===== src/atl_pkg.sv =====
// ----------------------------------------------------------------------------
// atl_pkg: shared types and codes of the admission ticket ledger
// Phase, status and request kind codes, controller states and the
// command and status structs between controller and datapath.
// ----------------------------------------------------------------------------
package atl_pkg;

  // Largest value that the active and waiting limits are meant to take.
  localparam int CAP_MAX = 64;

  localparam logic [1:0] KIND_CLAIM   = 2'd0;
  localparam logic [1:0] KIND_CANCEL  = 2'd1;
  localparam logic [1:0] KIND_HOLD    = 2'd2;
  localparam logic [1:0] KIND_RELEASE = 2'd3;

  localparam logic [2:0] PH_WAITING  = 3'd0;
  localparam logic [2:0] PH_OWNED    = 3'd1;
  localparam logic [2:0] PH_HOLD     = 3'd2;
  localparam logic [2:0] PH_RELEASED = 3'd3;
  localparam logic [2:0] PH_CANCELED = 3'd4;

  localparam logic [3:0] ST_GRANTED   = 4'd0;
  localparam logic [3:0] ST_OWNED     = 4'd1;
  localparam logic [3:0] ST_QCAP      = 4'd2;
  localparam logic [3:0] ST_QFIFO     = 4'd3;
  localparam logic [3:0] ST_QFULL     = 4'd4;
  localparam logic [3:0] ST_EXHAUSTED = 4'd5;
  localparam logic [3:0] ST_HFULL     = 4'd6;
  localparam logic [3:0] ST_CANCELED  = 4'd7;
  localparam logic [3:0] ST_HOLD      = 4'd8;
  localparam logic [3:0] ST_RELEASED  = 4'd9;
  localparam logic [3:0] ST_NOTFOUND  = 4'd10;
  localparam logic [3:0] ST_NOPROOF   = 4'd11;
  localparam logic [3:0] ST_NESTED    = 4'd12;

  localparam logic [1:0] REG_ACTIVE_CAP   = 2'd0;
  localparam logic [1:0] REG_WAIT_LIMIT   = 2'd1;
  localparam logic [1:0] REG_GRANT_BUDGET = 2'd2;

  typedef enum logic [3:0] {
    S_IDLE,
    S_SCAN_RD,
    S_SCAN_CHK,
    S_DECIDE,
    S_FIFO_RD,
    S_FIFO_CHK,
    S_FINISH,
    S_OUT
  } ctl_state_t;

  // Commands from controller to datapath.
  typedef struct packed {
    logic load;       // capture request
    logic scan_clr;   // clear scan pointer
    logic scan_rd;    // issue table read at scan pointer
    logic scan_step;  // compare read data, advance pointer
    logic decide;     // apply lookup result and phase change
    logic fifo_step;  // compare phase for oldest waiting search
    logic finish;     // final grant decision, build result
  } atl_cmd_t;

  // Status from datapath to controller.
  typedef struct packed {
    logic nested_refuse; // nested claim, answer directly
    logic scan_done;     // pointer reached entry count or match found
    logic fifo_needed;   // waiting entry eligible for the oldest search
    logic fifo_done;     // search reached the entry or found an older waiter
  } atl_sts_t;

endpackage


===== src/atl_ctrl.sv =====
// ----------------------------------------------------------------------------
// atl_ctrl: request sequencer
// Steps each request through lookup scan, decision, oldest-waiter scan
// and result delivery; a nested claim goes straight to result delivery.
// ----------------------------------------------------------------------------
module atl_ctrl (
  input  logic              clk,
  input  logic              rst_n,
  input  logic              in_valid,
  output logic              in_ready,
  output logic              out_valid,
  input  logic              out_ready,
  input  atl_pkg::atl_sts_t sts,
  output atl_pkg::atl_cmd_t cmd
);
  atl_pkg::ctl_state_t state_r, state_nxt;

  // State register.
  always_ff @(posedge clk) begin
    if (!rst_n) begin
      state_r <= atl_pkg::S_IDLE;
    end else begin
      state_r <= state_nxt;
    end
  end

  // Next state and commands.
  always_comb begin
    state_nxt = state_r;
    cmd       = '0;
    in_ready  = 1'b0;
    out_valid = 1'b0;
    case (state_r)
      atl_pkg::S_IDLE: begin
        in_ready = 1'b1;
        if (in_valid) begin
          cmd.load     = 1'b1;
          cmd.scan_clr = 1'b1;
          state_nxt    = atl_pkg::S_SCAN_RD;
        end
      end
      atl_pkg::S_SCAN_RD: begin
        if (sts.nested_refuse) begin
          cmd.finish = 1'b1;
          state_nxt  = atl_pkg::S_OUT;
        end else if (sts.scan_done) begin
          state_nxt = atl_pkg::S_DECIDE;
        end else begin
          cmd.scan_rd = 1'b1;
          state_nxt   = atl_pkg::S_SCAN_CHK;
        end
      end
      atl_pkg::S_SCAN_CHK: begin
        cmd.scan_step = 1'b1;
        state_nxt     = atl_pkg::S_SCAN_RD;
      end
      atl_pkg::S_DECIDE: begin
        cmd.decide = 1'b1;
        state_nxt  = atl_pkg::S_FIFO_RD;
      end
      atl_pkg::S_FIFO_RD: begin
        if (!sts.fifo_needed || sts.fifo_done) begin
          state_nxt = atl_pkg::S_FINISH;
        end else begin
          cmd.scan_rd = 1'b1;
          state_nxt   = atl_pkg::S_FIFO_CHK;
        end
      end
      atl_pkg::S_FIFO_CHK: begin
        cmd.fifo_step = 1'b1;
        state_nxt     = atl_pkg::S_FIFO_RD;
      end
      atl_pkg::S_FINISH: begin
        cmd.finish = 1'b1;
        state_nxt  = atl_pkg::S_OUT;
      end
      atl_pkg::S_OUT: begin
        out_valid = 1'b1;
        if (out_ready) begin
          state_nxt = atl_pkg::S_IDLE;
        end
      end
      default: state_nxt = atl_pkg::S_IDLE;
    endcase
  end

  // A result is shown only after the request was taken and before the next.
  a_rdy_out: assert property (@(posedge clk) disable iff (!rst_n)
    !(in_ready && out_valid)) else $error("ready while result pending");
  a_load_go: assert property (@(posedge clk) disable iff (!rst_n)
    cmd.load |=> state_r == atl_pkg::S_SCAN_RD) else $error("load did not start scan");
  a_out_hold: assert property (@(posedge clk) disable iff (!rst_n)
    out_valid && !out_ready |=> out_valid) else $error("result dropped");
endmodule


===== config.mk =====
export PLATFORM = sky130hd
export DESIGN_NAME = atl_ctrl
export DESIGN_NICKNAME = d
export VERILOG_FILES = /design/src/atl_pkg.sv /design/src/atl_ctrl.sv
export SDC_FILE = /design/constraint.sdc
export NUM_CORES = 1
export LEC_CHECK = 0
export ABC_AREA = 1
export CAP_MARGIN = 15
export CORE_AREA = 2 2 39 41
export DETAILED_ROUTE_END_ITERATION = 7
export DIE_AREA = 0 0 41 43
export DONT_BUFFER_PORTS = 1
export GPL_TIMING_DRIVEN = 0
export PLACE_DENSITY = 0.43
export SYNTH_ARGS = -nofsm -noshare
export SYNTH_HDL_FRONTEND = slang
export SYNTH_SLANG_ARGS = --single-unit

===== constraint.sdc =====
create_clock -name clk -period 2.5 [get_ports clk]
set_input_delay 0.5 -clock clk [delete_from_list [all_inputs] [get_ports clk]]
set_output_delay 0.5 -clock clk [all_outputs]
set_load 0.02 [all_outputs]

# Word level (Yosys, flattened, before mapping)
# Index checks and enable logic that the tools add are counted.
# Widths: inputs -> output; s select.
[classes]
n_eq_ne = 9
n_mux = 19
reduce_logical = 5
[op_table]
columns = ["cell", "count"]
rows = [
  ["$pmux 4 s7", 1],
  ["$eq 4x3->1 const B", 4],
  ["$mux 4", 3],
  ["$mux 1", 10],
  ["$eq 4x2->1 const B", 2],
  ["$mux 2", 3],
  ["$eq 4x1->1 const B", 1],
  ["$logic_not 4->1", 1],
  ["$ne 2x2->1 const B", 2],
  ["$pmux 1 s2", 2],
  ["$reduce_and 2->1", 1],
  ["$reduce_or 2->1", 1],
  ["$logic_not 1->1", 1],
  ["$logic_or 1x1->1", 1],
]
[word_totals]
register_bits = 4
input_bits = 8
output_inout_bits = 9
wordCells = 34

# Longest topological paths before layout
# Gate-level depths: netlist of run 1.
[logic_depth]
ltp_word = 4
depth_mapped = 7
depth_no_buf = 7

# Worst setup path after synthesis of run 1
# No wires, ideal clock.
[synth_timing]
kind = "input-to-output"
start = "input port sts[3] (netlist name)"
end = "output port cmd[4] (netlist name)"
arrival_time_ns = 1.136
required_ns = 2.000
setup_slack_ns = 0.864
path_stages = 3
path_buffers = 0
path_cell_list = "inv_1 -> nand2_1 -> o31ai_1"
[synth_rtl]
columns = ["element", "line", "source"]
rows = [
  ["from (decl)", "atl_ctrl.sv:13", "input atl_pkg::atl_sts_t sts,"],
  ["to (decl)", "atl_ctrl.sv:14", "output atl_pkg::atl_cmd_t cmd"],
]

==> results of run 1 <==
cell usage in the layout, fill, tap and decap left out, drive strengths merged:
cell type	instances
buf	1
nand2	17
dfxtp	3
o21ai	1
nor2	9
inv	13
or2	1
o31ai	1
nand3	6
clkbuf	4
nor3	1
a21oi	1
power groups by stage:
| stage | sequential, mW | combinational (mW) | clock (mW) |
|---|---|---|---|
| final | 0.0840 | 0.151 | 0.0836 |
| after global routing | 0.0869 | 0.172 | 0.0902 |
| after CTS | 0.0839 | 0.153 | 0.0902 |
| after detailed placement | 0.0847 | 0.153 | 0 |
| after global placement | 0.0854 | 0.153 | 0 |
| after floorplan | 0.0794 | 0.135 | 0 |
metal layers:
layer,vias up,GRT usage,share of wire
li1,167,-,-
met2,9,0.138,0.54
met5,-,0,0
met4,0,0.0600,0
met3,0,0.0209,0.073
met1,130,0.0958,0.38
worst min path at each step:
stage | startpoint | endpoint | slack (ns) | cells after the start
5_1_grt | rst_n | state_r[0] | 0.38 | 2
2_1_floorplan | rst_n | state_r[1] | 0.60 | 2
3_3_place_gp | rst_n | state_r[1] | 0.60 | 2
3_5_place_dp | rst_n | state_r[1] | 0.61 | 2
6_report | rst_n | state_r[2] | 0.37 | 2
4_1_cts | rst_n | state_r[1] | 0.36 | 2
cells in the mapped netlist:
| cell type | n |
|---|---|
| nor2_1 | 9 |
| o31ai_1 | 1 |
| dfxtp_1 | 3 |
| nor3_1 | 1 |
| buf_4 | 1 |
| nand2_1 | 17 |
| or2_1 | 1 |
| o21ai_0 | 1 |
| a21oi_1 | 1 |
| nand3_2 | 1 |
| inv_1 | 13 |
| nand3_1 | 5 |
kinds of logic (layout without fill, tap and decap cells):
logic type	count (synthesis)	after routing	synth area share
AOI/OAI and AO/OA	3	3	0.0630
buffers and inverters	14	18	0.203
DFF	3	3	0.216
and+or+nand+nor	34	34	0.518
worst reg2reg max path: stages (launching register included):
cell and delay (ns):
dfxtp_1 0.44, inv_1 0.16, nor3_1 0.21, nand2_1 0.10, nand3_1 0.09, nand2_1 0.05
inv_1 0.04
stage by stage:
stage | instances | instance area, sq um | hold WS (ns) | util | setup WS (ns)
finish | 74 | 324 | 0.371 | 0.234 | 0.549
global route | 74 | 324 | 0.383 | 0.234 | 0.470
CTS | 74 | 324 | 0.362 | 0.234 | 0.520
detailed placement | 70 | 298 | 0.607 | 0.215 | 0.772
global placement | 70 | 298 | 0.600 | 0.215 | 0.780
floorplan | 54 | 278 | 0.598 | - | 0.864
area by class of cell:
type / count / area (sq um) / share of cell area
flip-flops and latches: 3 / 60.1 / 0.185
well taps: 16 / 20.0 / 0.0618
plain buffers: 1 / 7.51 / 0.0232
inverters: 13 / 48.8 / 0.151
clock buffers: 4 / 26.3 / 0.0811
multi-input cells: 37 / 161 / 0.498
==> results.sh, run 1 <==
export IMPL_rsz0062_at_grt="false"
export IMPL_crit_cells=4
export IMPL_total_power_uw=319
export IMPL_peakVddDrop_v=0.000250
export IMPL_hp_class="input port to flip-flop"
export IMPL_switching_power_uw=155
export IMPL_worstSkewPairLatency_ns=0.23
export IMPL_internal_power_uw=163
export IMPL_hold_viol=0
export IMPL_first_pass_iters=4
export IMPL_r2r_cells=6
export IMPL_routabilityCongestion=0.621
export IMPL_swShare=0.488
export IMPL_ctsHtreeMaxLevel=1
export IMPL_synth_top_area_cell="nand2_1"
export IMPL_required_ns=2.00
export IMPL_p_per_area_nw_per_um2=983
export IMPL_finalSetupViolations=0
export IMPL_fp_row_count=14
export IMPL_cp_start_kind="flip-flop"
export IMPL_slew_headroom=0.513
export IMPL_synth_ff_latch_count=3
export IMPL_core_region_area_sq_um=1380
export IMPL_ant_nets=0
export IMPL_die_area_sq_um=1760
export IMPL_critPathBufInv=1
export IMPL_yosysUniqueCellTypes=12
export IMPL_synth_seq_area_share=0.216
export IMPL_synthesis_area_sq_um=278
export IMPL_ctsHoldBuffers=0
export IMPL_vias_per_cell=4.14
export IMPL_slowest_delay_ns=0.37
export IMPL_fillers=181
export IMPL_drv_cap=0
export IMPL_wl_per_cell_um=8.86
export IMPL_p_leak_nw=0.199
export IMPL_cts_tree="built"
export IMPL_synth_fp_nets=62
export IMPL_cp_common_cell="nor2_1"
export IMPL_drt_iter0_markers=1
export IMPL_clockRootBuffer="clkbuf_4"
export IMPL_post_cts_resized=0
export IMPL_die_x_um=41
export IMPL_critical_path_class="flip-flop to output pin"
export IMPL_drt_total_wl_um=656
export IMPL_overflow=0
export IMPL_ios=17
export IMPL_place_hpwl_um=551
export IMPL_path_delay_family="simple AND/OR/NAND/NOR gates"
export IMPL_cp_endpoint="cmd[6]"
export IMPL_numCtsBuffers=3
export IMPL_r2r_start="state_r[2]"
export IMPL_crit_fanout=7
export IMPL_reg_top3="state_r x3"
export IMPL_largest_reg_flops=3
export IMPL_drive_gt1_frac=0.0862
export IMPL_regMostFlops="state_r"
export IMPL_worstMarginPinSlew_ns=0.724
export IMPL_vias=306
export IMPL_comb_power_share=0.474
export IMPL_grt_pass1_wl_um=1060
export IMPL_grt_max_degree=8
export IMPL_port_buffers=0
export IMPL_netlist_area_leader_share=0.230
export IMPL_track_usage=0.0872
export IMPL_clkSinkCount=3
export IMPL_grt_pass1_vias=283
export IMPL_clkPwrFrac=0.262
export IMPL_synth_warnings=0
export IMPL_startpoint="state_r[2]"
export IMPL_r2r_end="state_r[1]"
export IMPL_die_y_um=43
export IMPL_cts_buffer_depth=2
export IMPL_endpoint_kind="output pin"
export IMPL_fin_skew_ns=0.00129
export IMPL_finalMaxSlewViolations=0
export IMPL_critPathSlowestCell="dfxtp_1"
export IMPL_ys_top_cells_by_area="nand2_1 23%, dfxtp_1 22%, inv_1 18%"
export IMPL_status="finished clean"
export IMPL_fin_nets=67
export IMPL_n_antenna_cell=0
export IMPL_syn_inst=54
export IMPL_ff2ff_setup_slack_ns=1.35
export IMPL_clk_pin_slew_worst_paths_ns=0.04
export IMPL_seqPwrFrac=0.264
export IMPL_syn_avg_cell_area_sq_um=5.14
export IMPL_start_util=0.201
export IMPL_fin_setup_tns_ns=0
export IMPL_fmax_mhz=513
export IMPL_cp_data_arrival_time_ns=1.45
export IMPL_cts_setup_buffers=0
export IMPL_finalCritPeriodShare=0.780
export IMPL_path_cells="nor2_1 -> nand2_1 -> nor2_1 -> buf_4"
export IMPL_area_delta_synth_final_pct=16.7
export IMPL_period_minus_slack_ns=1.95
export IMPL_drc=0
export IMPL_antenna_found_initial=0
No activity file was read; power rests on OpenSTA's default activity.
==> inputs of run 2 (changes only) <==
--- a/config.mk
+++ b/config.mk
@@ -5,14 +5,14 @@
 export SDC_FILE = /design/constraint.sdc
 export NUM_CORES = 1
 export LEC_CHECK = 0
-export ABC_AREA = 1
+export ABC_AREA = 0
 export CAP_MARGIN = 15
 export CORE_AREA = 2 2 39 41
 export DETAILED_ROUTE_END_ITERATION = 7
 export DIE_AREA = 0 0 41 43
 export DONT_BUFFER_PORTS = 1
 export GPL_TIMING_DRIVEN = 0
-export PLACE_DENSITY = 0.43
+export PLACE_DENSITY = 0.44
 export SYNTH_ARGS = -nofsm -noshare
 export SYNTH_HDL_FRONTEND = slang
 export SYNTH_SLANG_ARGS = --single-unit
==> constraint.sdc (replaced) <==
create_clock -name clk -period 1.78 [get_ports clk]
set_input_delay 0.356 -clock clk [delete_from_list [all_inputs] [get_ports clk]]
set_output_delay 0.356 -clock clk [all_outputs]
set_load 0.02 [all_outputs]
==> results.sh, run 2 <==
export IMPL_fin_skew_ns=0.000844
export IMPL_cts_setup_buffers=0
export IMPL_first_pass_iters=4
export IMPL_area_delta_synth_final_pct=23.7
export IMPL_netlist_area_leader_share=0.211
export IMPL_slowest_delay_ns=0.30
export IMPL_hp_class="input port to flip-flop"
export IMPL_critPathSlowestCell="nor3_4"
export IMPL_drt_iter0_markers=1
export IMPL_finalCritPeriodShare=0.956
export IMPL_fin_setup_tns_ns=0
export IMPL_wl_per_cell_um=11.5
export IMPL_clkSinkCount=3
export IMPL_grt_pass1_wl_um=1090
export IMPL_comb_power_share=0.494
export IMPL_die_area_sq_um=1760
export IMPL_synth_top_area_cell="dfxtp_1"
export IMPL_critPathBufInv=2
export IMPL_slew_headroom=0.569
export IMPL_p_per_area_nw_per_um2=1120
export IMPL_synth_edf_count=0
export IMPL_cp_data_arrival_time_ns=1.35
export IMPL_place_hpwl_um=541
export IMPL_fmax_mhz=588
export IMPL_critical_path_class="flip-flop to output pin"
export IMPL_synthTopCellsByCount="4 x a21oi_1, 4 x nor3_1"
export IMPL_required_ns=1.42
export IMPL_antenna_found_initial=0
export IMPL_seqPwrFrac=0.213
export IMPL_syn_inst=38
export IMPL_start_util=0.206
export IMPL_clockRootBuffer="clkbuf_4"
export IMPL_cp_start_kind="flip-flop"
export IMPL_ys_top_cells_by_area="dfxtp_1 21%, buf_6 12%, a21oi_1 7.0%"
export IMPL_drc=0
export IMPL_period_minus_slack_ns=1.70
export IMPL_p_leak_nw=0.132
export IMPL_die_y_um=43
export IMPL_path_cells="buf_6 -> nor3_4 -> and2_4 -> buf_4"
export IMPL_overflow=0
export IMPL_finalSetupViolations=0
export IMPL_synthesis_area_sq_um=285
export IMPL_synth_warnings=0
export IMPL_reg_top3="state_r x3"
export IMPL_ios=17
export IMPL_syn_avg_cell_area_sq_um=7.51
export IMPL_yosysUniqueCellTypes=21
export IMPL_fin_cells=58
export IMPL_async_flop_share=0
export IMPL_path_delay_family="simple AND/OR/NAND/NOR gates"
export IMPL_worstMarginPinSlew_ns=0.642
export IMPL_finalMaxSlewViolations=0
export IMPL_track_usage=0.0943
export IMPL_cts_buffer_depth=2
export IMPL_rsz0062_at_grt="true"
export IMPL_drt_total_wl_um=667
export IMPL_vias_per_cell=4.62
export IMPL_worstSkewPairLatency_ns=0.23
export IMPL_total_power_uw=395
export IMPL_grt_pass1_vias=281
export IMPL_hold_viol=0
export IMPL_synth_fp_nets=46
export IMPL_synth_ff_latch_count=3
export IMPL_die_x_um=41
export IMPL_dp_cells=54
export IMPL_fp_row_count=14
export IMPL_drive_gt1_frac=0.381
export IMPL_layout_common_cells="4 x a21oi_1, 3 x buf_6, 3 x nand2_1, 3 x clkbuf_4, 3 x dfxtp_1"
export IMPL_vias=268
export IMPL_core_region_area_sq_um=1380
export IMPL_synth_flop_cell="dfxtp_1"
export IMPL_routabilityCongestion=0.602
export IMPL_clk_pin_slew_worst_paths_ns=0.03
export IMPL_clkPwrFrac=0.293
export IMPL_fin_nets=51
export IMPL_drv_cap=0
export IMPL_crit_fanout=10
export IMPL_ctsHtreeMaxLevel=1
export IMPL_port_buffers=0
export IMPL_internal_power_uw=241
export IMPL_n_antenna_cell=0
export IMPL_timing_hold_ws_ns=0.246
export IMPL_regMostFlops="state_r"
export IMPL_cts_tree="built"
export IMPL_endpoint_kind="output pin"
export IMPL_peakVddDrop_v=0.000346
export IMPL_numCtsBuffers=3
export IMPL_synth_seq_area_share=0.211
export IMPL_switching_power_uw=154
export IMPL_ant_nets=0
export IMPL_largest_reg_flops=3
export IMPL_grt_max_degree=11
export IMPL_final_common_cell="a21oi_1"
export IMPL_status="finished clean"
export IMPL_swShare=0.390
run 2: area by class of cell:
type | count | area, sq um
flip-flops and latches | 3 | 60.1
multi-input cells | 28 | 194
fillers | 160 | 1030
well taps | 16 | 20.0
clock buffers | 4 | 26.3
plain buffers | 4 | 41.3
inverters | 3 | 11.3
run 2: kinds of logic (layout without fill, tap and decap cells):
logic type             count (synthesis)  count (layout)  synth area share
AO/OA/AOI/OAI                         10              10             0.228
buffers and inverters                  7              11             0.184
flip-flops                             3               3             0.211
AND/OR/NAND/NOR                       18              18             0.377
run 2: timing repair:
| action | in CTS | in global routing |
|---|---|---|
| pin swaps | 0 | 1 |
| resized for setup | 2 | 3 |
| hold buffers | 0 | 0 |
| setup endpoints to repair | 1 | 3 |
run 2: path summary, 6_finish.rpt:
kind / startpoint / slack (ns) / endpoint / depth (start not counted)
worst min-delay path: rst_n / 0.25 / state_r[2] / 2
worst max-delay path: state_r[0] / 0.08 / cmd[6] / 4
worst min register to register: state_r[2] / 0.61 / state_r[2] / 3
worst max register to register: state_r[2] / 0.65 / state_r[0] / 5
run 2: per-layer routing:
layer	track usage	routed length, um	vias to the layer above
li1	-	-	142
met1	0.106	289	115
met2	0.134	322	11
met3	0.0314	54	0
met4	0.0800	0	0
met5	0	0	-
run 2: power groups by stage:
stage | Sequential [mW] | Combinational, mW | Clock [mW]
after CTS | 0.0841 | 0.190 | 0.123
after floorplan | 0.0847 | 0.161 | 0
after global placement | 0.0851 | 0.182 | 0
final | 0.0841 | 0.195 | 0.116
after detailed placement | 0.0851 | 0.180 | 0
after global routing | 0.0854 | 0.214 | 0.137
run 2: per-stage QoR:
| stage | setup WS, ns | area, sq um | util |
|---|---|---|---|
| after floorplan | 0.139 | 290 | - |
| after global placement | 0.102 | 310 | 0.224 |
| after detailed placement | 0.104 | 310 | 0.224 |
| after CTS | 0.0195 | 344 | 0.249 |
| after global routing | -0.00562 | 353 | 0.255 |
| final | 0.0781 | 353 | 0.255 |
==> inputs of run 3 (changes only) <==
--- a/config.mk
+++ b/config.mk
@@ -7,12 +7,14 @@
 export LEC_CHECK = 0
 export ABC_AREA = 0
 export CAP_MARGIN = 15
+export CELL_PAD_IN_SITES_DETAIL_PLACEMENT = 0
+export CELL_PAD_IN_SITES_GLOBAL_PLACEMENT = 1
 export CORE_AREA = 2 2 39 41
 export DETAILED_ROUTE_END_ITERATION = 7
 export DIE_AREA = 0 0 41 43
 export DONT_BUFFER_PORTS = 1
 export GPL_TIMING_DRIVEN = 0
-export PLACE_DENSITY = 0.44
+export PLACE_DENSITY = 0.58
 export SYNTH_ARGS = -nofsm -noshare
 export SYNTH_HDL_FRONTEND = slang
 export SYNTH_SLANG_ARGS = --single-unit
==> results.sh, run 3 (synthesis gave the netlist of run 2 again) <==
export IMPL_critPathSlowestCell="dfxtp_2"
export IMPL_cp_common_cell="buf_6"
export IMPL_ff2ff_setup_slack_ns=0.57
export IMPL_finalSetupViolations=0
export IMPL_p_per_area_nw_per_um2=1100
export IMPL_die_area_sq_um=1760
export IMPL_die_x_um=41
export IMPL_comb_power_share=0.512
export IMPL_rsz0062_at_grt="true"
export IMPL_slowest_delay_ns=0.31
export IMPL_die_y_um=43
export IMPL_grt_max_degree=11
export IMPL_startpoint="state_r[1]"
export IMPL_cp_start_kind="flip-flop"
export IMPL_slew_headroom=0.569
export IMPL_ctsHtreeMaxLevel=1
export IMPL_vias_per_cell=4.66
export IMPL_required_ns=1.42
export IMPL_p_leak_nw=0.146
export IMPL_fin_nets=54
export IMPL_start_util=0.206
export IMPL_largest_reg_flops=3
export IMPL_status="finished clean"
export IMPL_numCtsBuffers=3
export IMPL_wl_per_cell_um=10.9
export IMPL_worstMarginPinSlew_ns=0.641
export IMPL_first_pass_iters=4
export IMPL_grt_pass1_vias=269
export IMPL_overflow=0
export IMPL_ant_nets=0
export IMPL_critical_path_class="flip-flop to output pin"
export IMPL_antenna_found_initial=0
export IMPL_r2r_start="state_r[1]"
export IMPL_vias=284
export IMPL_ios=17
export IMPL_period_minus_slack_ns=1.69
export IMPL_peakVddDrop_v=0.000258
export IMPL_seqPwrFrac=0.207
export IMPL_hold_viol=0
export IMPL_core_region_area_sq_um=1380
export IMPL_drv_cap=0
export IMPL_n_antenna_cell=0
export IMPL_switching_power_uw=156
export IMPL_track_usage=0.0883
export IMPL_clockRootBuffer="clkbuf_4"
export IMPL_drt_iter0_markers=2
export IMPL_clkSinkCount=3
export IMPL_cts_tree="built"
export IMPL_internal_power_uw=256
export IMPL_reg_top3="state_r x3"
export IMPL_fp_row_count=14
export IMPL_fin_skew_ns=0.000243
export IMPL_clk_pin_slew_worst_paths_ns=0.03
export IMPL_swShare=0.379
export IMPL_finalMaxSlewViolations=0
export IMPL_path_cells="buf_6 -> nor3_4 -> and2_4 -> buf_6"
export IMPL_crit_fanout=6
export IMPL_endpoint_kind="output pin"
export IMPL_routabilityCongestion=0.647
export IMPL_drc=0
export IMPL_timing_hold_ws_ns=0.254
export IMPL_r2r_cells=5
export IMPL_clkPwrFrac=0.281
export IMPL_drt_total_wl_um=667
export IMPL_worstSkewPairLatency_ns=0.23
export IMPL_finalCritPeriodShare=0.951
export IMPL_ctsHoldBuffers=0
export IMPL_port_buffers=0
export IMPL_cp_endpoint="cmd[6]"
export IMPL_fmax_mhz=591
export IMPL_hp_class="input port to flip-flop"
export IMPL_regMostFlops="state_r"
export IMPL_place_hpwl_um=533
export IMPL_r2r_end="state_r[0]"
export IMPL_area_delta_synth_final_pct=31.6
export IMPL_grt_pass1_wl_um=1020
export IMPL_fin_setup_tns_ns=0
export IMPL_cts_buffer_depth=2
export IMPL_layout_common_cells="4 x buf_6, 4 x a21oi_1"
export IMPL_cp_data_arrival_time_ns=1.34
export IMPL_drive_gt1_frac=0.422
==> run 3: layout make-up <==
class	count	area (sq um)
plain buffers	4	45.0
multi-input cells	28	189
well taps	16	20.0
clock buffers	4	26.3
repair buffers	3	22.5
fillers	159	1010
inverters	3	11.3
flip-flops and latches	3	61.3
==> run 3: power by group through the flow <==
stage	clock (mW)	sequential, mW	combinational, mW
after floorplan	0	0.0847	0.161
after global placement	0	0.0852	0.183
after detailed placement	0	0.0852	0.182
after CTS	0.124	0.0843	0.191
after global routing	0.133	0.0861	0.230
final	0.116	0.0850	0.211
==> run 3: how the worst min path moves through the flow <==
stage,start,to,slack [ns],cells after the start
2_1_floorplan,rst_n,state_r[2],0.47,2
6_report,rst_n,state_r[0],0.25,1
4_1_cts,rst_n,state_r[0],0.24,1
5_1_grt,rst_n,state_r[0],0.25,1
3_3_place_gp,rst_n,state_r[0],0.49,1
3_5_place_dp,rst_n,state_r[0],0.49,1
==> run 3: what timing repair did <==
item | CTS | global route
resized for setup | 2 | 4
setup endpoints to repair | 1 | 2
pin swaps | 0 | 2
setup buffers | 0 | 3
endpoints found under the hold margin | 0 | 0
==> run 3: per-stage QoR <==
| step | instances | setup WS (ns) | instance area (sq um) | util | total power [mW] |
|---|---|---|---|---|---|
| after floorplan | 38 | 0.139 | 290 | - | 0.245 |
| after global routing | 61 | -0.00183 | 375 | 0.271 | 0.448 |
| after detailed placement | 54 | 0.0982 | 310 | 0.224 | 0.267 |
| after global placement | 54 | 0.0992 | 310 | 0.224 | 0.268 |
| final | 61 | 0.0869 | 375 | 0.271 | 0.411 |
| after CTS | 58 | 0.0138 | 344 | 0.249 | 0.400 |
==> run 3: layer usage <==
| metal | vias to the layer above | global-route usage | wire length [um] |
|---|---|---|---|
| met2 | 10 | 0.141 | 331 |
| li1 | 149 | - | - |
| met1 | 125 | 0.0833 | 270 |
| met3 | 0 | 0.0419 | 65 |
| met4 | 0 | 0.0600 | 0 |
| met5 | - | 0 | 0 |
==> run 3: worst max-delay path: cells and delay by family, from the launching register on <==
kind          cells  cell delay (ns)
flops             1             0.31
simple gates      2             0.55
buf+inv           2             0.24
